**src/rtl/rmd_pkg.sv**
```systemverilog
// ----------------------------------------------------------------------------
// rmd_pkg
// Shared constants for the RGB555 2x2 box-filter mipmap downsampler.
// ----------------------------------------------------------------------------
package rmd_pkg;

    localparam int MAX_WIDTH  = 1024;
    localparam int MAX_HEIGHT = 1024;
    localparam int LINE_DEPTH = MAX_WIDTH / 2;

    localparam int PIX_W  = 16;                    // packed pixel port width
    localparam int CH_W   = 5;                     // one color channel
    localparam int SUM_W  = CH_W + 1;              // sum of two channels
    localparam int PAIR_W = 3 * SUM_W;             // line store word
    localparam int DIM_W  = 11;                    // configured dimension
    localparam int COL_W  = $clog2(MAX_WIDTH);
    localparam int ROW_W  = $clog2(MAX_HEIGHT);
    localparam int IDX_W  = $clog2(LINE_DEPTH);

    localparam int CFG_IDX_W  = 2;
    localparam int CFG_DATA_W = DIM_W;

    localparam logic [CFG_IDX_W-1:0] CFG_SRC_WIDTH  = CFG_IDX_W'(0);
    localparam logic [CFG_IDX_W-1:0] CFG_SRC_HEIGHT = CFG_IDX_W'(1);

    localparam logic [DIM_W-1:0] DIM_RESET = DIM_W'(64);
    localparam logic [DIM_W-1:0] DIM_MIN   = DIM_W'(2);
    localparam logic [DIM_W-1:0] WIDTH_MAX  = DIM_W'(MAX_WIDTH);
    localparam logic [DIM_W-1:0] HEIGHT_MAX = DIM_W'(MAX_HEIGHT);

    // Second pipeline stage control.
    typedef struct packed {
        logic valid;
        logic last;
    } t_stage_ctl;

endpackage

```
**src/rtl/rmd_lane.sv**
```systemverilog
// ----------------------------------------------------------------------------
// rmd_lane
// One color channel cell: sums a horizontal pixel pair, holds that sum for
// one stage, and averages it with the pair sum from the row above.
// ----------------------------------------------------------------------------
module rmd_lane
    import rmd_pkg::*;
(
    input  logic             i_clk,
    input  logic             i_advance,
    input  logic [CH_W-1:0]  i_left,
    input  logic [CH_W-1:0]  i_pix,
    input  logic [SUM_W-1:0] i_up,
    output logic [SUM_W-1:0] o_pair,
    output logic [CH_W-1:0]  o_avg
);

    logic [SUM_W-1:0] r_pair;
    logic [SUM_W:0]   quad_sum;

    assign o_pair = {1'b0, i_left} + {1'b0, i_pix};

    always_ff @(posedge i_clk) begin
        if (i_advance) begin
            r_pair <= o_pair;
        end
    end

    assign quad_sum = {1'b0, i_up} + {1'b0, r_pair};
    assign o_avg    = quad_sum[SUM_W:2];

endmodule

```
**config.mk**
```make
export PLATFORM = sky130hd
export DESIGN_NAME = rmd_lane
export DESIGN_NICKNAME = d
export VERILOG_FILES = /design/src/rtl/rmd_pkg.sv /design/src/rtl/rmd_lane.sv
export SDC_FILE = /design/constraint.sdc
export NUM_CORES = 1
export LEC_CHECK = 0
export ABC_CLOCK_PERIOD_IN_PS = 2500
export BUFFER_PORTS_ARGS = -buffer_cell sky130_fd_sc_hd__clkbuf_2
export CELL_PAD_IN_SITES_DETAIL_PLACEMENT = 0
export CELL_PAD_IN_SITES_GLOBAL_PLACEMENT = 1
export CORE_MARGIN = 2
export CORE_UTILIZATION = 30
export CTS_BUF_LIST = sky130_fd_sc_hd__clkbuf_16
export DETAILED_ROUTE_END_ITERATION = 8
export PLACE_DENSITY_LB_ADDON = 0.1
export SYNTH_ARGS = -nofsm -noshare
export SYNTH_HDL_FRONTEND = slang
export SYNTH_SLANG_ARGS = --single-unit
```
**constraint.sdc**
```tcl
create_clock -name i_clk -period 2.5 [get_ports i_clk]
set_input_delay 0.5 -clock i_clk [delete_from_list [all_inputs] [get_ports i_clk]]
set_output_delay 0.5 -clock i_clk [all_outputs]
set_load 0.01 [all_outputs]
```
==> results.sh <==
export IMPL_synth_cell_types=15
export IMPL_synth_enable_flop_cells=6
export IMPL_setup_viol=0
export IMPL_worstPathArrival_ns=1.88
export IMPL_regMostFlops="r_pair"
export IMPL_grt_max_degree=7
export IMPL_yosysTopAreaCell="edfxtp_1"
export IMPL_post_cts_buffers=0
export IMPL_synthToLayoutAreaGrowth_pct=46.2
export IMPL_grt_pass1_wl_um=1240
export IMPL_ys_seq_area_share_pct=35.4
export IMPL_die_area_sq_mm=0.00204
export IMPL_cts_tree="built"
export IMPL_wl_um=833
export IMPL_yosysMostFrequentCell="ha_1"
export IMPL_cts_resized=0
export IMPL_antenna_found_initial=0
export IMPL_drc_errors=0
export IMPL_finalSetupTns_ns=0
export IMPL_cts_hold_fix_buffers=0
export IMPL_end_kind="output pin"
export IMPL_dominantRegCellSynth="edfxtp_1"
export IMPL_fp_row_count=14
export IMPL_top_regs="r_pair x6"
export IMPL_die_h_um=45.2
export IMPL_vias=422
export IMPL_hold_class="input pin to register"
export IMPL_via_per_inst=4.74
export IMPL_max_cap_viol_count=0
export IMPL_wl_per_cell_um=9.36
export IMPL_p_total_mw=0.574
export IMPL_timing_hold_ws_ns=0.582
export IMPL_ys_seq_elements=6
export IMPL_drv_slew=0
export IMPL_clockBufferDepth=2
export IMPL_gp_congestion=0.641
export IMPL_final_nets=104
export IMPL_drtIter0Drc=2
export IMPL_numCtsBuffers=3
export IMPL_final_util_pct=48.3
export IMPL_power_density_mw_per_mm2=771
export IMPL_path_clk_slew_ns=0.03
export IMPL_postSynthAreaPerCell_sq_um=12.1
export IMPL_h_tree_depth=1
export IMPL_ys_warn_count=0
export IMPL_root_buffer="clkbuf_16"
export IMPL_drive_above_1_share_pct=45.2
export IMPL_status="finished clean"
export IMPL_diodes=0
export IMPL_hold_path_end="r_pair[5]"
export IMPL_ant_nets=0
export IMPL_synth_area_sq_um=509
export IMPL_setup_worst_path_class="input pin to output pin"
export IMPL_coreArea_sq_mm=0.00154
export IMPL_synth_net_count=71
export IMPL_hpwl_um=770
export IMPL_start_util_pct=33.0
export IMPL_drt_first_pass_iters=4
export IMPL_tightest_slew_ns=0.343
export IMPL_worstHoldStart="i_advance"
export IMPL_cts_sinks=6
export IMPL_max_slew_margin_pct=77.1
export IMPL_die_w_um=45.2
export IMPL_vdd_ir_drop_max_mv=0.374
export IMPL_crit_start="i_left[0]"
export IMPL_cellLeakagePower_nw=0.381
export IMPL_post_route_min_period_ns=2.38
export IMPL_netlist_instances=42
export IMPL_rsz0062_at_grt="false"
export IMPL_crit_fanout=3
export IMPL_ios=29
export IMPL_grt_overflow=0
export IMPL_grt_pass1_vias=345
export IMPL_synthTopCellsByArea="edfxtp_1 35%, ha_1 25%, xnor2_1 6.9%"
export IMPL_hold_depth=1
export IMPL_start_kind="input pin"
export IMPL_io_buffers=28
export IMPL_dp_cells=86
export IMPL_period_share_pct=95.3
export IMPL_cp_required_ns=2.00
export IMPL_netlist_top_cells_count="10 x ha_1, 6 x edfxtp_1, 4 x a21o_1, 4 x xnor2_1"
export IMPL_largest_reg_flops=6
export IMPL_finalNonFillerCells=89
export IMPL_final_hold_viol_count=0
export IMPL_max_freq_ghz=0.420
export IMPL_synthArstFlopShare_pct=0
export IMPL_yosys_area_top_type_share_pct=35.4
export IMPL_grt_util_all_layers_pct=8.86
## worst max-delay path, stage by stage
cell and delay [ns]:
clkbuf_2 0.08, ha_1 0.22, fa_1 0.41, a21o_1 0.19, a21oi_1 0.17, xnor2_1 0.15
clkbuf_2 0.16
## metrics by stage
step | worst slack [ns] | area, sq um
floorplan | 0.361 | 509
global placement | 0.105 | 669
detailed placement | 0.0982 | 669
CTS | 0.0952 | 744
global route | 0.0262 | 744
finish | 0.118 | 744
## report_power, final
part	internal, mW	switching, mW
combinational	0.0906	0.0978
sequential	0.129	0.00412
clock	0.205	0.0476
total	0.425	0.150
## kinds of logic (layout without fill, tap and decap cells)
family / Yosys count / in the layout / share of synthesized area [%]
fa+ha+maj: 11 / 11 / 28.5
simple gates: 2 / 2 / 1.47
flops: 6 / 6 / 35.4
xor+xnor: 7 / 7 / 12.0
compound gates: 15 / 15 / 21.9
buf+inv: 1 / 32 / 0.736
## metal layers
| layer | track usage [%] | share of wire (%) | routed length [um] |
|---|---|---|---|
| met5 | 0 | 0 | 0 |
| met4 | 7.06 | 0 | 0 |
| met3 | 4.80 | 12 | 101 |
| met2 | 12.6 | 46 | 385 |
| met1 | 9.68 | 42 | 346 |
## worst max path at each step
| stage | slack [ns] | end | cells after the start |
|---|---|---|---|
| finish | 0.12 | o_pair[4] | 7 |
| detailed placement | 0.1 | o_pair[4] | 7 |
| floorplan | 0.36 | o_pair[4] | 5 |
| CTS | 0.1 | o_pair[4] | 7 |
| global placement | 0.10 | o_pair[4] | 7 |
| global route | 0.03 | o_pair[4] | 7 |
## cells in the final DEF (no fill, tap or decap)
| master | count |
|---|---|
| fa_1 | 1 |
| a21oi_1 | 3 |
| nor2_1 | 2 |
| clkbuf_2 | 28 |
| clkbuf_16 | 3 |
| inv_1 | 1 |
| ha_1 | 10 |
| a211oi_1 | 1 |
| o31ai_2 | 1 |
| a311oi_2 | 1 |
| o21ai_0 | 2 |
| a31oi_1 | 1 |
| a21o_1 | 4 |
| xor2_1 | 3 |
| edfxtp_1 | 6 |
| xnor2_1 | 4 |
| o21bai_1 | 2 |
## final cells by class
cell class | instances | area, sq um
Clock buffer | 3 | 75.1
Fill cell | 160 | 797
Sequential cell | 6 | 180
Tap cell | 16 | 20.0
Inverter | 1 | 3.75
Multi-Input combinational cell | 35 | 325
Timing Repair Buffer | 28 | 140
No activity file was read; power rests on OpenSTA's default activity.
